`src/hdl/rbee_pkg.sv`:
```
// ---------------------------------------------------------------------------
// rbee_pkg: shared types and constants for the binary row edge extractor
// Holds field widths, the row terminator code and the queue entry type that
// passes classified bytes from the front part to the back part.
// ---------------------------------------------------------------------------
package rbee_pkg;

	// Field widths fixed by the stream format.
	localparam int PIX_W = 8;
	localparam int COL_W = 5;
	localparam int IDX_W = 16;
	localparam int CNT_ADD_W = 4;

	// Value emitted after the last byte of a row.
	localparam logic [PIX_W-1:0] ROW_END_MARK = 8'hFF;

	// Largest output index; the index saturates here.
	localparam logic [IDX_W-1:0] IDX_MAX = 16'hFFFF;

	// Depth of the queue between front and back, and its pointer width.
	localparam int QUEUE_DEPTH = 4;
	localparam int QPTR_W = $clog2(QUEUE_DEPTH);

	// One classified byte: transition mask (bit 7 is the leftmost pixel),
	// byte column, row end flag, first-edge flag and index of its first result.
	typedef struct packed {
		logic [PIX_W-1:0] mask;
		logic [COL_W-1:0] col;
		logic             row_end;
		logic             first;
		logic [IDX_W-1:0] base;
	} rbee_entry_t;

endpackage

```
`src/hdl/rbee_queue.sv`:
```
// ---------------------------------------------------------------------------
// rbee_queue: short queue between the classifier and the emitter
// A small first-in first-out store of classified bytes so that the input
// side and the result side can stall independently.
// ---------------------------------------------------------------------------
module rbee_queue (
	input  logic                 clk,
	input  logic                 arst_n,
	input  logic                 push,
	input  rbee_pkg::rbee_entry_t din,
	output logic                 full,
	input  logic                 pop,
	output rbee_pkg::rbee_entry_t dout,
	output logic                 empty
);

	rbee_pkg::rbee_entry_t         mem_q [rbee_pkg::QUEUE_DEPTH];
	logic [rbee_pkg::QPTR_W-1:0]   wr_ptr_q;
	logic [rbee_pkg::QPTR_W-1:0]   rd_ptr_q;
	logic [rbee_pkg::QPTR_W:0]     fill_q;

	assign full  = (fill_q == (rbee_pkg::QPTR_W+1)'(rbee_pkg::QUEUE_DEPTH));
	assign empty = (fill_q == '0);
	assign dout  = mem_q[rd_ptr_q];

	// Storage is written at the write pointer.
	always_ff @(posedge clk) begin
		if (push) begin
			mem_q[wr_ptr_q] <= din;
		end
	end

	// Pointers and fill level.
	always_ff @(posedge clk or negedge arst_n) begin
		if (!arst_n) begin
			wr_ptr_q <= '0;
			rd_ptr_q <= '0;
			fill_q   <= '0;
		end else begin
			if (push) begin
				wr_ptr_q <= wr_ptr_q + 1'b1;
			end
			if (pop) begin
				rd_ptr_q <= rd_ptr_q + 1'b1;
			end
			if (push && !pop) begin
				fill_q <= fill_q + 1'b1;
			end else if (pop && !push) begin
				fill_q <= fill_q - 1'b1;
			end
		end
	end

endmodule

```
`src/hdl/rbee_front.sv`:
```
// ---------------------------------------------------------------------------
// rbee_front: input classifier of the binary row edge extractor
// Accepts one packed pixel byte per request, finds its transitions, tracks
// the row position and reserves the output indices that its results use.
// ---------------------------------------------------------------------------
module rbee_front #(
	parameter int BYTES_PER_ROW = 10
) (
	input  logic                         clk,
	input  logic                         arst_n,
	input  logic                         in_valid,
	output logic                         in_ready,
	input  logic [rbee_pkg::PIX_W-1:0]   pixel_byte,
	input  logic                         frame_start,
	output logic                         push,
	output rbee_pkg::rbee_entry_t        entry,
	input  logic                         full
);

	logic                         prev_q;
	logic [rbee_pkg::COL_W-1:0]   col_q;
	logic [rbee_pkg::IDX_W-1:0]   cnt_q;
	logic                         has_edge_q;

	logic                         prev_c;
	logic [rbee_pkg::COL_W-1:0]   col_c;
	logic [rbee_pkg::IDX_W-1:0]   cnt_c;
	logic                         has_edge_c;
	logic [rbee_pkg::PIX_W-1:0]   mask;
	logic [rbee_pkg::COL_W-1:0]   col_next;
	logic                         row_end;
	logic [rbee_pkg::CNT_ADD_W-1:0] n_res;
	logic [rbee_pkg::IDX_W:0]     cnt_sum;
	logic [rbee_pkg::IDX_W-1:0]   cnt_next;
	logic                         accept;

	assign in_ready = !full;
	assign accept   = in_valid && in_ready;

	// A frame start clears the row state before the byte is looked at.
	always_comb begin
		prev_c     = frame_start ? 1'b0 : prev_q;
		col_c      = frame_start ? '0 : col_q;
		cnt_c      = frame_start ? '0 : cnt_q;
		has_edge_c = frame_start ? 1'b0 : has_edge_q;
	end

	// Each pixel is compared with its left neighbour; the leftmost with the
	// last pixel of the previous byte.
	assign mask     = pixel_byte ^ {prev_c, pixel_byte[rbee_pkg::PIX_W-1:1]};
	assign col_next = col_c + 1'b1;
	assign row_end  = (col_next == '0) ||
		(col_next >= rbee_pkg::COL_W'(BYTES_PER_ROW));

	// Number of results this byte produces, and the saturated next index.
	always_comb begin
		n_res = rbee_pkg::CNT_ADD_W'(row_end);
		for (int i = 0; i < rbee_pkg::PIX_W; i++) begin
			n_res = n_res + rbee_pkg::CNT_ADD_W'(mask[i]);
		end
		cnt_sum  = {1'b0, cnt_c} + (rbee_pkg::IDX_W+1)'(n_res);
		cnt_next = cnt_sum[rbee_pkg::IDX_W] ? rbee_pkg::IDX_MAX
			: cnt_sum[rbee_pkg::IDX_W-1:0];
	end

	// Bytes that produce results are handed to the back part.
	always_comb begin
		push          = accept && ((mask != '0) || row_end);
		entry.mask    = mask;
		entry.col     = col_c;
		entry.row_end = row_end;
		entry.first   = !has_edge_c;
		entry.base    = cnt_c;
	end

	// Row state update on each accepted byte.
	always_ff @(posedge clk or negedge arst_n) begin
		if (!arst_n) begin
			prev_q     <= 1'b0;
			col_q      <= '0;
			cnt_q      <= '0;
			has_edge_q <= 1'b0;
		end else if (accept) begin
			cnt_q <= cnt_next;
			if (row_end) begin
				prev_q     <= 1'b0;
				col_q      <= '0;
				has_edge_q <= 1'b0;
			end else begin
				prev_q     <= pixel_byte[0];
				col_q      <= col_next;
				has_edge_q <= has_edge_c || (mask != '0);
			end
		end
	end

endmodule

```
`src/hdl/rbee_back.sv`:
```
// ---------------------------------------------------------------------------
// rbee_back: result emitter of the binary row edge extractor
// Takes classified bytes from the queue and sends one result per cycle when
// not stalled: transitions left to right, then a row terminator where due.
// ---------------------------------------------------------------------------
module rbee_back (
	input  logic                         clk,
	input  logic                         arst_n,
	input  rbee_pkg::rbee_entry_t        dout,
	input  logic                         empty,
	output logic                         pop,
	output logic                         out_valid,
	input  logic                         out_ready,
	output logic [rbee_pkg::PIX_W-1:0]   edge_value,
	output logic [rbee_pkg::IDX_W-1:0]   edge_index,
	output logic                         row_first_edge,
	output logic                         last
);

	logic                         act_valid_q;
	logic [rbee_pkg::PIX_W-1:0]   act_mask_q;
	logic [rbee_pkg::COL_W-1:0]   act_col_q;
	logic                         act_row_end_q;
	logic                         act_first_q;
	logic [rbee_pkg::IDX_W-1:0]   act_idx_q;

	logic                         out_valid_q;
	logic [rbee_pkg::PIX_W-1:0]   out_value_q;
	logic [rbee_pkg::IDX_W-1:0]   out_idx_q;
	logic                         out_first_q;
	logic                         out_last_q;

	logic                         has_bit;
	logic [2:0]                   sel;
	logic [rbee_pkg::PIX_W-1:0]   mask_left;
	logic [rbee_pkg::PIX_W-1:0]   res_value;
	logic                         res_first;
	logic                         is_last;
	logic                         out_free;
	logic                         adv;

	// Leftmost remaining transition (highest set bit) and the mask without it.
	always_comb begin
		sel = '0;
		for (int i = 0; i < rbee_pkg::PIX_W; i++) begin
			if (act_mask_q[i]) begin
				sel = 3'(i);
			end
		end
		has_bit   = (act_mask_q != '0);
		mask_left = act_mask_q & ~(rbee_pkg::PIX_W'(1) << sel);
	end

	// Result for this cycle: x coordinate is column*8 plus 7 minus bit place.
	always_comb begin
		res_value = has_bit ? {act_col_q, ~sel} : rbee_pkg::ROW_END_MARK;
		res_first = has_bit && act_first_q;
		is_last   = has_bit ? ((mask_left == '0) && !act_row_end_q) : 1'b1;
		out_free  = !out_valid_q || out_ready;
		adv       = act_valid_q && out_free;
		pop       = !empty && (!act_valid_q || (adv && is_last));
	end

	// Current byte under emission.
	always_ff @(posedge clk or negedge arst_n) begin
		if (!arst_n) begin
			act_valid_q <= 1'b0;
		end else if (pop) begin
			act_valid_q <= 1'b1;
		end else if (adv && is_last) begin
			act_valid_q <= 1'b0;
		end
	end

	always_ff @(posedge clk) begin
		if (pop) begin
			act_mask_q    <= dout.mask;
			act_col_q     <= dout.col;
			act_row_end_q <= dout.row_end;
			act_first_q   <= dout.first;
			act_idx_q     <= dout.base;
		end else if (adv) begin
			act_mask_q  <= mask_left;
			act_first_q <= act_first_q && !has_bit;
			if (act_idx_q != rbee_pkg::IDX_MAX) begin
				act_idx_q <= act_idx_q + 1'b1;
			end
		end
	end

	// Output register, loaded whenever it is empty or being taken.
	always_ff @(posedge clk or negedge arst_n) begin
		if (!arst_n) begin
			out_valid_q <= 1'b0;
		end else if (adv) begin
			out_valid_q <= 1'b1;
		end else if (out_ready) begin
			out_valid_q <= 1'b0;
		end
	end

	always_ff @(posedge clk) begin
		if (adv) begin
			out_value_q <= res_value;
			out_idx_q   <= act_idx_q;
			out_first_q <= res_first;
			out_last_q  <= is_last;
		end
	end

	assign out_valid      = out_valid_q;
	assign edge_value     = out_value_q;
	assign edge_index     = out_idx_q;
	assign row_first_edge = out_first_q;
	assign last           = out_last_q;

	// A byte held for emission always has something left to send.
	a_active_nonempty: assert property (@(posedge clk) disable iff (!arst_n)
		act_valid_q |-> ((act_mask_q != '0) || act_row_end_q))
		else $error("active byte has no result left");

	// The terminator closes its byte and never carries the first-edge flag.
	a_term_last: assert property (@(posedge clk) disable iff (!arst_n)
		(out_valid_q && (out_value_q == rbee_pkg::ROW_END_MARK))
			|-> (out_last_q && !out_first_q))
		else $error("row terminator not marked last or marked first edge");

	// A byte that still has results stays active after one is sent.
	a_keep_active: assert property (@(posedge clk) disable iff (!arst_n)
		(adv && !is_last) |=> act_valid_q)
		else $error("byte dropped before its last result");

endmodule

```
`src/hdl/binary_row_edge_extractor_top.sv`:
```
// The block takes one packed byte of a binary image (eight pixels, leftmost
// in bit 7) per request and accepts a byte every clock while its four-entry
// queue has room; bytes without transitions that do not end a row never
// enter the queue. The emitter sends at most one result per clock, so a byte
// with k transitions sends k results, plus one for a row terminator, one
// after another; results pass through the queue, the active byte register
// and the output register. Sustained input rate is one byte per clock
// while bytes average no more than one result each and the output is free.
// ---------------------------------------------------------------------------
// binary_row_edge_extractor_top: run-length edge encoder for binary rows
// Front classifier, queue and result emitter joined on stream interfaces.
// ---------------------------------------------------------------------------
module binary_row_edge_extractor_top #(
	parameter int BYTES_PER_ROW = 10
) (
	input  logic        clk,
	input  logic        arst_n,
	input  logic        s_tvalid,
	output logic        s_tready,
	input  logic [7:0]  s_tdata,  // [7:0] pixel_byte
	input  logic        s_tuser,  // [0] frame_start
	output logic        m_tvalid,
	input  logic        m_tready,
	output logic [23:0] m_tdata,  // [7:0] edge_value, [23:8] edge_index
	output logic        m_tuser,  // [0] row_first_edge
	output logic        m_tlast
);

	rbee_pkg::rbee_entry_t q_din;
	rbee_pkg::rbee_entry_t q_dout;
	logic                  q_push;
	logic                  q_pop;
	logic                  q_full;
	logic                  q_empty;
	logic [rbee_pkg::PIX_W-1:0] edge_value;
	logic [rbee_pkg::IDX_W-1:0] edge_index;

	// Classifier on the input side.
	rbee_front #(
		.BYTES_PER_ROW(BYTES_PER_ROW)
	) u_front (
		.clk        (clk),
		.arst_n     (arst_n),
		.in_valid   (s_tvalid),
		.in_ready   (s_tready),
		.pixel_byte (s_tdata),
		.frame_start(s_tuser),
		.push       (q_push),
		.entry      (q_din),
		.full       (q_full)
	);

	// Queue between the two sides.
	rbee_queue u_queue (
		.clk   (clk),
		.arst_n(arst_n),
		.push  (q_push),
		.din   (q_din),
		.full  (q_full),
		.pop   (q_pop),
		.dout  (q_dout),
		.empty (q_empty)
	);

	// Result emitter on the output side.
	rbee_back u_back (
		.clk           (clk),
		.arst_n        (arst_n),
		.dout          (q_dout),
		.empty         (q_empty),
		.pop           (q_pop),
		.out_valid     (m_tvalid),
		.out_ready     (m_tready),
		.edge_value    (edge_value),
		.edge_index    (edge_index),
		.row_first_edge(m_tuser),
		.last          (m_tlast)
	);

	assign m_tdata = {edge_index, edge_value};

endmodule
```
`config.mk`:
```
export PLATFORM = sky130hd
export DESIGN_NAME = binary_row_edge_extractor_top
export DESIGN_NICKNAME = d
export VERILOG_FILES = /design/src/hdl/rbee_pkg.sv /design/src/hdl/rbee_queue.sv /design/src/hdl/rbee_front.sv /design/src/hdl/rbee_back.sv /design/src/hdl/binary_row_edge_extractor_top.sv
export SDC_FILE = /design/constraint.sdc
export NUM_CORES = 1
export LEC_CHECK = 0
export ABC_AREA = 0
export BUFFER_PORTS_ARGS = -buffer_cell sky130_fd_sc_hd__buf_4
export CORE_MARGIN = 1
export CORE_UTILIZATION = 65
export CTS_CLUSTER_SIZE = 28
export DETAILED_ROUTE_END_ITERATION = 10
export GPL_TIMING_DRIVEN = 0
export PLACE_DENSITY = 0.79
export SLEW_MARGIN = 5
export SYNTH_ARGS = -nofsm -noshare
export SYNTH_HDL_FRONTEND = slang
export SYNTH_HIERARCHICAL = 1
export SYNTH_SLANG_ARGS = --single-unit
```
`constraint.sdc`:
```
create_clock -name clk -period 9.2 [get_ports clk]
set_input_delay 0 -clock clk [delete_from_list [all_inputs] [get_ports clk]]
set_output_delay 0 -clock clk [all_outputs]
set_load 0.02 [all_outputs]
```
==> results.py, run 1 <==
metrics = {
    "critical_path": {
        "critPathArrivalTime_ns": 6.31,
        "path_cells": "dlygate4sd3_1 -> buf_4 -> clkbuf_1 -> nor2b_1 -> ha_1 -> or3b_1 -> o221a_2 -> o31ai_4 -> fa_1 -> inv_1 -> fa_1 -> fa_1 -> ha_1 -> fa_1 -> a21o_1 -> a21o_1 -> and3_1 -> buf_2 -> a21o_1 -> o22a_1",
        "reg2reg_depth": 17,
        "r2r_start": "u_front/col_q[0]",
        "cp_top_family": "adder cells",
        "critPathMaxFanout": 10,
        "critical_path.startpoint_type": "input port",
        "crit_buf_inv": 5,
        "r2r_slack_ns": 3.33,
        "cpMaxStageDelayCell": "nor2b_1",
        "worstSetupPathType": "in2reg",
        "required_ns": 9.57,
        "endpoint_kind": "flip-flop",
        "r2r-end": "u_front/cnt_q[8]",
        "max_stage_delay_ns": 0.54,
        "path_common_cell": "fa_1",
    },
    "clocking": {
        "clockBufferDepth": 3,
        "cts_sinks": 213,
        "cts_buffers": 22,
        "tritoncts": "built",
        "clkTransAtPathRegs_ns": 0.06,
        "clockRootBuffer": "clkbuf_16",
        "htree_levels": 1,
        "cts_resized": 0,
        "insertion_delay_ns": 0.50,
    },
    "global_route": {
        "antenna_found_initial": 0,
        "grt_pass1_vias": 5682,
        "grt_pass1_wl_mm": 30.3,
        "grt_max_degree": 32,
        "grt_usage_pct": 27.3,
        "grt-ovfl-total": 0,
    },
    "route": {
        "postRouteWirelength_mm": 18.9,
        "drtIter0Drc": 450,
        "drc": 0,
        "vias": 5589,
        "vias_per_cell": 6.29,
        "ant_nets": 0,
        "wl_per_cell_um": 21.3,
        "first_pass_iters": 5,
    },
    "synth": {
        "synthCells": 616,
        "post_synth_instance_area_mm2": 0.00951,
        "yosysSeqAreaShare_pct": 65.6,
        "yosysUniqueCellTypes": 65,
        "synth-async-reset-ratio_pct": 15.0,
        "synth_area_per_cell_um2": 15.4,
        "yosysWarnings": 6,
        "synth_flop_cell": "edfxtp_1",
        "synth.area.top_cells": "edfxtp_1, dfrtp_1, mux4_2, ha_1, xor2_1",
        "synth_common_cells": "edfxtp_1, dfrtp_1, nand2_1",
        "synth_edf_count": 181,
        "synth-seq-cells": 213,
        "synth_nets": 650,
        "yosysTopAreaCell": "edfxtp_1",
        "synth.most_common_cell": "edfxtp_1",
        "synth_top_cell_area_share_pct": 57.2,
    },
    "layout": {
        "nets": 727,
        "stdcell_count": 889,
        "syn2layout_area_growth_pct": 14.3,
        "drive_above_1_share_pct": 22.1,
        "diodes": 0,
        "final_area_mm2": 0.0109,
        "finish.utilization_pct": 77.1,
    },
    "placed_design": {
        "portBuffers": 40,
        "place_congestion": 0.896,
        "dp.cells": 836,
        "post_dp_cell_area_mm2": 0.0100,
        "dp.final_hpwl_mm": 12.0,
    },
    "sta": {
        "setup_viol": 0,
        "period_share_pct": 64.5,
        "max_freq_ghz": 0.169,
        "tns_ns": 0,
        "slew_viol_final": 0,
        "clock_skew_ns": 0.0145,
        "rsz0062_at_grt": "false",
        "post-route-min-period_ns": 5.93,
        "max_slew_margin_pct": 22.3,
        "finalHoldViolCount": 0,
        "worst_pin_slew_ns": 1.17,
    },
    "power_and_ir_drop": {
        "power_mw": 3.10,
        "ir_worst_vdd_v": 0.000219,
        "p_leak_nw": 4.02,
        "powerDensity_mw_per_mm2": 286,
    },
    "floorplan": {
        "die_w_um": 123,
        "dieArea_mm2": 0.0151,
        "core_area_mm2": 0.0141,
        "rows": 43,
        "start_util_pct": 67.5,
        "die_h_um": 123,
        "pin_count": 41,
    },
    "outcome": {
        "run_status": "finished clean",
    },
    "hold_path": {
        "hold_end": "u_front/col_q[3]",
        "hold_depth": 5,
        "min_path_type": "in2reg",
        "hp-start": "s_tvalid",
    },
    "run": {
        "drv_cap": 0,
    },
}
## metrics by stage
stage	worst slack (ns)	hold slack, ns
4_1_cts	3.26	0.000720
5_1_grt	2.97	0.0251
3_3_place_gp	3.54	-0.0217
6_report	3.27	0.0174
2_1_floorplan	4.07	-0.296
3_5_place_dp	3.42	-0.0175
## how the worst max path moves through the flow
stage | endpoint | cells after the start | slack (ns) | from
finish | u_front/cnt_q[8] | 20 | 3.27 | s_tuser
global placement | u_front/cnt_q[8] | 19 | 3.54 | s_tuser
CTS | u_front/cnt_q[8] | 20 | 3.26 | s_tuser
detailed placement | u_front/cnt_q[8] | 19 | 3.42 | s_tuser
global route | u_front/cnt_q[8] | 20 | 2.97 | s_tuser
floorplan | u_front/cnt_q[8] | 17 | 4.07 | u_front/col_q[0]
## cells in the final DEF, fill, tap and decap left out, types with 10 or more instances in the layout
cell	instances
mux4_2	28
nor2b_1	21
clkbuf_1	14
dfrtp_1	32
nor2_1	28
nand2_1	29
edfxtp_1	181
ha_1	14
a21oi_1	18
dlygate4sd3_1	12
inv_1	28
a21oi_2	14
buf_4	41
xor2_1	18
clkbuf_16	23
nand3_1	18
nand2b_1	10
xnor2_1	13
## state kept, by name (all words and copies together), names as in the netlist, 5 cells and up
register           count
u_queue/mem_q        124
u_back/act_idx_q      16
u_back/act_mask_q      8
u_back/edge_value      8
u_front/col_q          5
u_front/cnt_q         16
u_back/edge_index     16
u_back/act_col_q       5
## routing by layer
layer  track usage [%]  vias to the layer above  share of wire (%)
met2              45.4                      222                 51
met1              36.1                     2817                 40
met5                 0                        -                  0
li1                  -                     2508                  -
met3              4.75                       42                6.5
met4              10.6                        0                2.4
## report_power, final
part	internal, mW	total (mW)	switching, mW
logic	0.390	0.867	0.476
clock network	0.486	0.845	0.359
registers	1.29	1.39	0.0975
total	2.17	3.10	0.933
## tightest hold or removal path, cell delays in order
cell and delay, ns:
buf_4 0.11, nand2_1 0.11, nor3_1 0.06, a21oi_1 0.11, o41ai_1 0.08
## layout make-up
class / instances / area (µm²)
Sequential cell: 213 / 6240
Fill cell: 788 / 3230
Multi-Input combinational cell: 347 / 2960
Clock buffer: 26 / 587
Timing Repair Buffer: 53 / 440
Tap cell: 180 / 225
Buffer: 25 / 196
Inverter: 31 / 121
Clock inverter: 14 / 101
## cell families after synthesis
logic type / after synthesis / synth area share (%)
AOI/OAI and AO/OA: 95 / 7.33
xor gates and xnor gates: 31 / 2.86
adders and majority gates: 21 / 3.32
buffers and inverters: 56 / 3.34
DFF: 213 / 65.6
muxes: 39 / 8.42
and+or+nand+nor: 161 / 9.16
## what timing repair did
action	CTS	global route
hold endpoints to repair	64	0
hold buffers	13	0
setup buffers	0	0
Note: power is estimated with default switching activity, not from simulation.
==> run 2: changes to the inputs <==
CORE_UTILIZATION = 61   (was 65)
PLACE_DENSITY = 0.75   (was 0.79)
clock period = 5.6 ns   (was 9.2 ns; I/O delays follow)
==> results.py, run 2 (synthesized netlist as in run 1, its figures left out) <==
metrics = {
    "power_and_ir_drop": {
        "ir_worst_vdd_v": 0.000301,
        "p_leak_nw": 4.04,
        "powerDensity_mw_per_mm2": 461,
    },
    "sta": {
        "setup_viol": 0,
        "slew_viol_final": 0,
        "clock_skew_ns": 0.0169,
        "worst_pin_slew_ns": 1.08,
        "post-route-min-period_ns": 5.42,
        "rsz0062_at_grt": "false",
        "tns_ns": 0,
        "max_slew_margin_pct": 28.2,
        "period_share_pct": 96.8,
        "max_freq_ghz": 0.185,
        "finalHoldViolCount": 0,
    },
    "layout": {
        "drive_above_1_share_pct": 22.7,
        "syn2layout_area_growth_pct": 14.7,
        "regMostFlops": "u_queue/mem_q",
        "layout_common_cells": "edfxtp_1, buf_4, dfrtp_1, nand2_1",
        "diodes": 0,
        "largest_reg_flops": 124,
        "final_area_mm2": 0.0109,
        "nets": 732,
        "final_common_cell": "edfxtp_1",
    },
    "clocking": {
        "clockBufferDepth": 3,
        "clockRootBuffer": "clkbuf_16",
        "htree_levels": 1,
        "cts_buffers": 22,
        "tritoncts": "built",
        "insertion_delay_ns": 0.51,
        "clkTransAtPathRegs_ns": 0.06,
        "cts_sinks": 213,
    },
    "global_route": {
        "antenna_found_initial": 0,
        "grt_max_degree": 32,
        "grt-ovfl-total": 0,
        "grt_pass1_wl_mm": 28.7,
        "grt_pass1_vias": 5432,
        "grt_usage_pct": 23.3,
    },
    "critical_path": {
        "crit_cells": 18,
        "required_ns": 5.99,
        "r2r_start": "u_front/col_q[0]",
        "r2r_slack_ns": 0.18,
        "cpMaxStageDelayCell": "fa_1",
        "critPathMaxFanout": 10,
        "endpoint": "u_front/cnt_q[8]",
        "max_stage_delay_ns": 0.46,
        "path_cells": "nor2b_4 -> buf_4 -> ha_1 -> or3b_1 -> o221a_2 -> o31ai_4 -> fa_1 -> inv_1 -> fa_1 -> fa_1 -> ha_1 -> fa_1 -> a21o_1 -> a21o_1 -> and3_1 -> buf_2 -> a21o_1 -> o22a_1",
        "worstSetupPathType": "reg2reg",
        "endpoint_kind": "flip-flop",
        "critical_path.startpoint_type": "flip-flop",
        "cp_top_family": "adder cells",
        "critPathArrivalTime_ns": 5.80,
        "reg2reg_depth": 18,
        "path_common_cell": "fa_1",
        "critPathLaunch": "u_front/col_q[0]",
        "crit_buf_inv": 3,
        "r2r-end": "u_front/cnt_q[8]",
    },
    "floorplan": {
        "pin_count": 41,
        "core_area_mm2": 0.0152,
        "rows": 45,
        "die_w_um": 127,
        "dieArea_mm2": 0.0161,
        "start_util_pct": 62.6,
        "die_h_um": 127,
    },
    "run": {
        "drv_cap": 0,
    },
    "route": {
        "postRouteWirelength_mm": 17.8,
        "vias": 5502,
        "vias_per_cell": 6.10,
        "ant_nets": 0,
        "wl_per_cell_um": 19.7,
        "first_pass_iters": 5,
        "drtIter0Drc": 471,
        "drc": 0,
    },
    "outcome": {
        "run_status": "finished clean",
    },
    "placed_design": {
        "portBuffers": 40,
        "place_congestion": 0.839,
        "dp.final_hpwl_mm": 11.6,
        "post_dp_cell_area_mm2": 0.0100,
    },
    "hold_path": {
        "min_path_type": "in2reg",
    },
}
run 2: changes by cell type in the layout (fill, tap and decap cells not counted), moves of 3 or more:
cell      previous run  this run
buf_4               41        45
clkinv_1             5         1
clkbuf_1            14        19
clkbuf_8             0         3
run 2: where the power goes:
part	internal (mW)	total [mW]	switching (mW)
Sequential	2.12	2.28	0.152
Clock	0.769	1.34	0.569
Combinational	0.649	1.41	0.765
Total	3.54	5.03	1.49
run 2: how the worst min path moves through the flow:
stage	from	endpoint	slack (ns)	cells after the start
floorplan	arst_n	u_back/act_valid_q	-0.30	0
global placement	arst_n	u_front/cnt_q[13]	-0.02	1
detailed placement	arst_n	u_front/cnt_q[11]	-0.01	1
CTS	s_tvalid	u_front/col_q[3]	0.001	5
global route	s_tdata[4]	u_queue/mem_q[0][27]	0.04	3
finish	s_tdata[4]	u_queue/mem_q[0][27]	0.01	3
run 2: per-layer routing:
layer  vias to the layer above  GRT usage [%]  wire length, µm
met2                       191           38.8             8660
li1                       2509              -                -
met5                         -              0                0
met3                        30           3.80              926
met4                         0           7.00              352
met1                      2772           32.1             7830
run 2: metrics by stage:
stage          total power, mW  utilization (%)  setup WS (ns)  hold slack, ns  instances
4_1_cts                   5.05             71.4         0.0275         0.00134        898
2_1_floorplan             3.31                -          0.467          -0.296        616
5_1_grt                   5.29             71.7         0.0364          0.0444        902
3_5_place_dp              3.69             66.1         -0.162         -0.0137        844
6_report                  5.03             71.7          0.181          0.0146        902
3_3_place_gp              3.63             66.1        -0.0892         -0.0197        844
run 2: area by class of cell:
cell class / instances / area (µm²)
plain buffers: 25 / 196
flip-flops and latches: 213 / 6240
clock buffers: 33 / 622
clock inverters: 7 / 45.0
fillers: 954 / 4300
multi-input cells: 347 / 2980
well taps: 188 / 235
inverters: 31 / 121
repair buffers: 58 / 470
run 2: timing repair:
item,CTS,global route
hold buffers,14,0
endpoints found under the hold margin,76,0
setup buffers,0,4
setup endpoints to repair,14,16
resized for setup,2,3
run 2: worst min-delay path, stage by stage:
cell,delay (ns)
buf_4,0.12
xnor2_1,0.14
inv_1,0.13
==> run 3: changes to the inputs <==
SYNTH_HIERARCHICAL = not set   (was 1)
==> results.py, run 3 <==
metrics = {
    "outcome": {
        "run_status": "finished clean",
    },
    "critical_path": {
        "r2r-end": "u_front.cnt_q[13]",
        "critical_path.startpoint_type": "flip-flop",
        "required_ns": 6.01,
        "r2r_start": "u_front.col_q[1]",
        "worstSetupPathType": "reg2reg",
        "reg2reg_depth": 20,
        "critPathMaxFanout": 5,
        "endpoint_kind": "flip-flop",
        "critPathArrivalTime_ns": 5.99,
        "r2r_slack_ns": 0.03,
        "critPathLaunch": "u_front.col_q[1]",
    },
    "global_route": {
        "top_usage_layer": "met2",
        "grt_max_degree": 32,
        "globalRouteMet1Util_pct": 33.4,
        "grtUsageMet2_pct": 42.8,
        "grt-ovfl-total": 0,
        "use_met3_pct": 3.53,
        "grt_usage_pct": 25.3,
        "grt_pass1_vias": 5738,
        "grt_pass1_wl_mm": 30.7,
        "antenna_found_initial": 0,
    },
    "floorplan": {
        "die_h_um": 126,
        "start_util_pct": 63.6,
        "die_w_um": 126,
        "rows": 44,
        "pin_count": 41,
        "core_area_mm2": 0.0148,
        "dieArea_mm2": 0.0159,
    },
    "power_and_ir_drop": {
        "ir_worst_vdd_v": 0.000469,
        "power.switching_mw": 1.58,
        "p_leak_nw": 4.01,
        "pwr-share-seq_pct": 43.4,
        "swShare_pct": 30.3,
        "p_clk_share_pct": 26.8,
        "combPwrFrac_pct": 29.8,
        "powerDensity_mw_per_mm2": 470,
        "intPower_mw": 3.64,
    },
    "sta": {
        "rsz0062_at_grt": "true",
        "setup_ws_ns": 0.0283,
        "finalHoldViolCount": 0,
        "post-route-min-period_ns": 5.57,
        "worst_pin_slew_ns": 0.926,
        "max_freq_ghz": 0.179,
        "tns_ns": 0,
        "period_share_pct": 99.5,
        "max_slew_margin_pct": 38.2,
        "clock_skew_ns": 0.0177,
        "setup_viol": 0,
        "slew_viol_final": 0,
    },
    "synth": {
        "synth_common_cells": "edfxtp_1, nand2_1, dfrtp_1",
        "synthCells": 623,
        "synth_edf_count": 181,
        "synth_flop_cell": "edfxtp_1",
        "yosysUniqueCellTypes": 56,
        "yosysSeqAreaShare_pct": 66.4,
        "yosysTopAreaCell": "edfxtp_1",
        "synth_nets": 661,
        "synth_top_cell_area_share_pct": 57.9,
        "synth.area.top_cells": "edfxtp_1, dfrtp_1, mux4_2, ha_1, xor2_1",
        "post_synth_instance_area_mm2": 0.00939,
        "yosysWarnings": 0,
        "synth.most_common_cell": "edfxtp_1",
        "synth-async-reset-ratio_pct": 15.0,
        "synth_area_per_cell_um2": 15.1,
        "synth-seq-cells": 213,
    },
    "run": {
        "drv_cap": 0,
    },
    "placed_design": {
        "place_congestion": 0.832,
        "dpl_worst_slack_ns": -0.778,
        "post_dp_cell_area_mm2": 0.00996,
        "dp.cells": 847,
        "dp.final_hpwl_mm": 11.9,
        "portBuffers": 39,
    },
    "layout": {
        "final_common_cell": "edfxtp_1",
        "nets": 754,
        "finish.utilization_pct": 75.3,
        "regMostFlops": "u_queue.mem_q",
        "stdcell_count": 916,
        "final_area_mm2": 0.0111,
        "drive_above_1_share_pct": 27.0,
        "layout_common_cells": "edfxtp_1, buf_4, nand2_1, mux4_2, dfrtp_1",
        "largest_reg_flops": 124,
        "diodes": 0,
        "syn2layout_area_growth_pct": 18.4,
    },
    "clocking": {
        "insertion_delay_ns": 0.51,
        "clkTransAtPathRegs_ns": 0.06,
        "clockBufferDepth": 3,
        "cts_buffers": 22,
        "tritoncts": "built",
        "clockRootBuffer": "clkbuf_16",
        "htree_levels": 1,
        "cts_sinks": 213,
    },
    "route": {
        "vias_per_cell": 6.09,
        "drtIter0Drc": 427,
        "first_pass_iters": 6,
        "vias": 5580,
        "ant_nets": 0,
        "wl_per_cell_um": 21.0,
        "drc": 0,
        "postRouteWirelength_mm": 19.3,
    },
    "hold_path": {
        "hold_depth": 2,
        "hold_end": "u_queue.mem_q[1][7]",
        "hp-start": "s_tuser",
        "min_path_type": "in2reg",
    },
}
-- run 3: through the flow --
| step | power (mW) | hold slack [ns] |
|---|---|---|
| after floorplan | 3.22 | -0.296 |
| after global placement | 3.54 | -0.0210 |
| after detailed placement | 3.62 | -0.0150 |
| after CTS | 5.13 | 0.0950 |
| after global routing | 5.47 | 0.163 |
| final | 5.22 | 0.145 |
-- run 3: worst max-delay path, cell delays in order (launching register included) --
cell	delay, ns
dfrtp_1	0.35
nor2b_4	0.19
ha_4	0.22
or4_4	0.55
a21oi_4	0.20
inv_4	0.07
ha_4	0.21
fa_1	0.56
fa_1	0.44
fa_1	0.45
ha_2	0.20
fa_2	0.55
inv_2	0.04
fa_2	0.36
nor2b_2	0.13
o21ai_2	0.09
a211oi_4	0.26
buf_6	0.16
nand3_4	0.09
and4b_1	0.23
nor3_2	0.12
-- run 3: worst max-delay path by stage --
| stage | endpoint | slack [ns] |
|---|---|---|
| final | u_front.cnt_q[13] | 0.03 |
| after global routing | u_front.cnt_q[13] | -0.13 |
| after CTS | u_front.cnt_q[13] | -0.02 |
| after detailed placement | u_front.cnt_q[13] | -0.78 |
| after global placement | u_front.cnt_q[13] | -0.71 |
| after floorplan | u_front.cnt_q[13] | 0.005 |
-- run 3: kinds of logic after synthesis --
group | count (synthesis) | share of synthesized area [%]
DFF | 213 | 66.4
adders and majority gates | 25 | 3.89
AOI/OAI and AO/OA | 88 | 6.04
and+or+nand+nor | 183 | 10.4
buffers and inverters | 45 | 2.19
xor gates and xnor gates | 34 | 3.17
muxes | 35 | 7.91
-- run 3: power by group through the flow --
stage | registers, mW | clock network [mW] | logic, mW
detailed placement | 2.28 | 0 | 1.34
global placement | 2.26 | 0 | 1.28
finish | 2.26 | 1.40 | 1.56
CTS | 2.26 | 1.42 | 1.45
global route | 2.29 | 1.48 | 1.70
floorplan | 2.27 | 0 | 0.955
-- run 3: timing repair --
action,4_1_cts,5_1_grt
buffers inserted,14,2
endpoints found under the setup margin,16,16
hold buffers,13,0
resized for setup,26,14
endpoints found under the hold margin,62,0
cloned,1,0
pin swaps,16,16
-- run 3: area by class of cell --
cell class              count  area, µm²
flip-flops and latches    213       6240
fillers                   899       3650
multi-input cells         366       3170
clock buffers              31        624
repair buffers             69        558
well taps                 184        230
plain buffers              22        123
inverters                  22       86.3
clock inverters             9       76.3
-- run 3: routing by layer --
| layer | share of wire [%] | routed length [µm] | vias up |
|---|---|---|---|
| li1 | - | - | 2528 |
| met1 | 41 | 7980 | 2774 |
| met2 | 50 | 9590 | 215 |
| met3 | 4.8 | 932 | 63 |
| met4 | 4.0 | 765 | 0 |
| met5 | 0 | 0 | - |
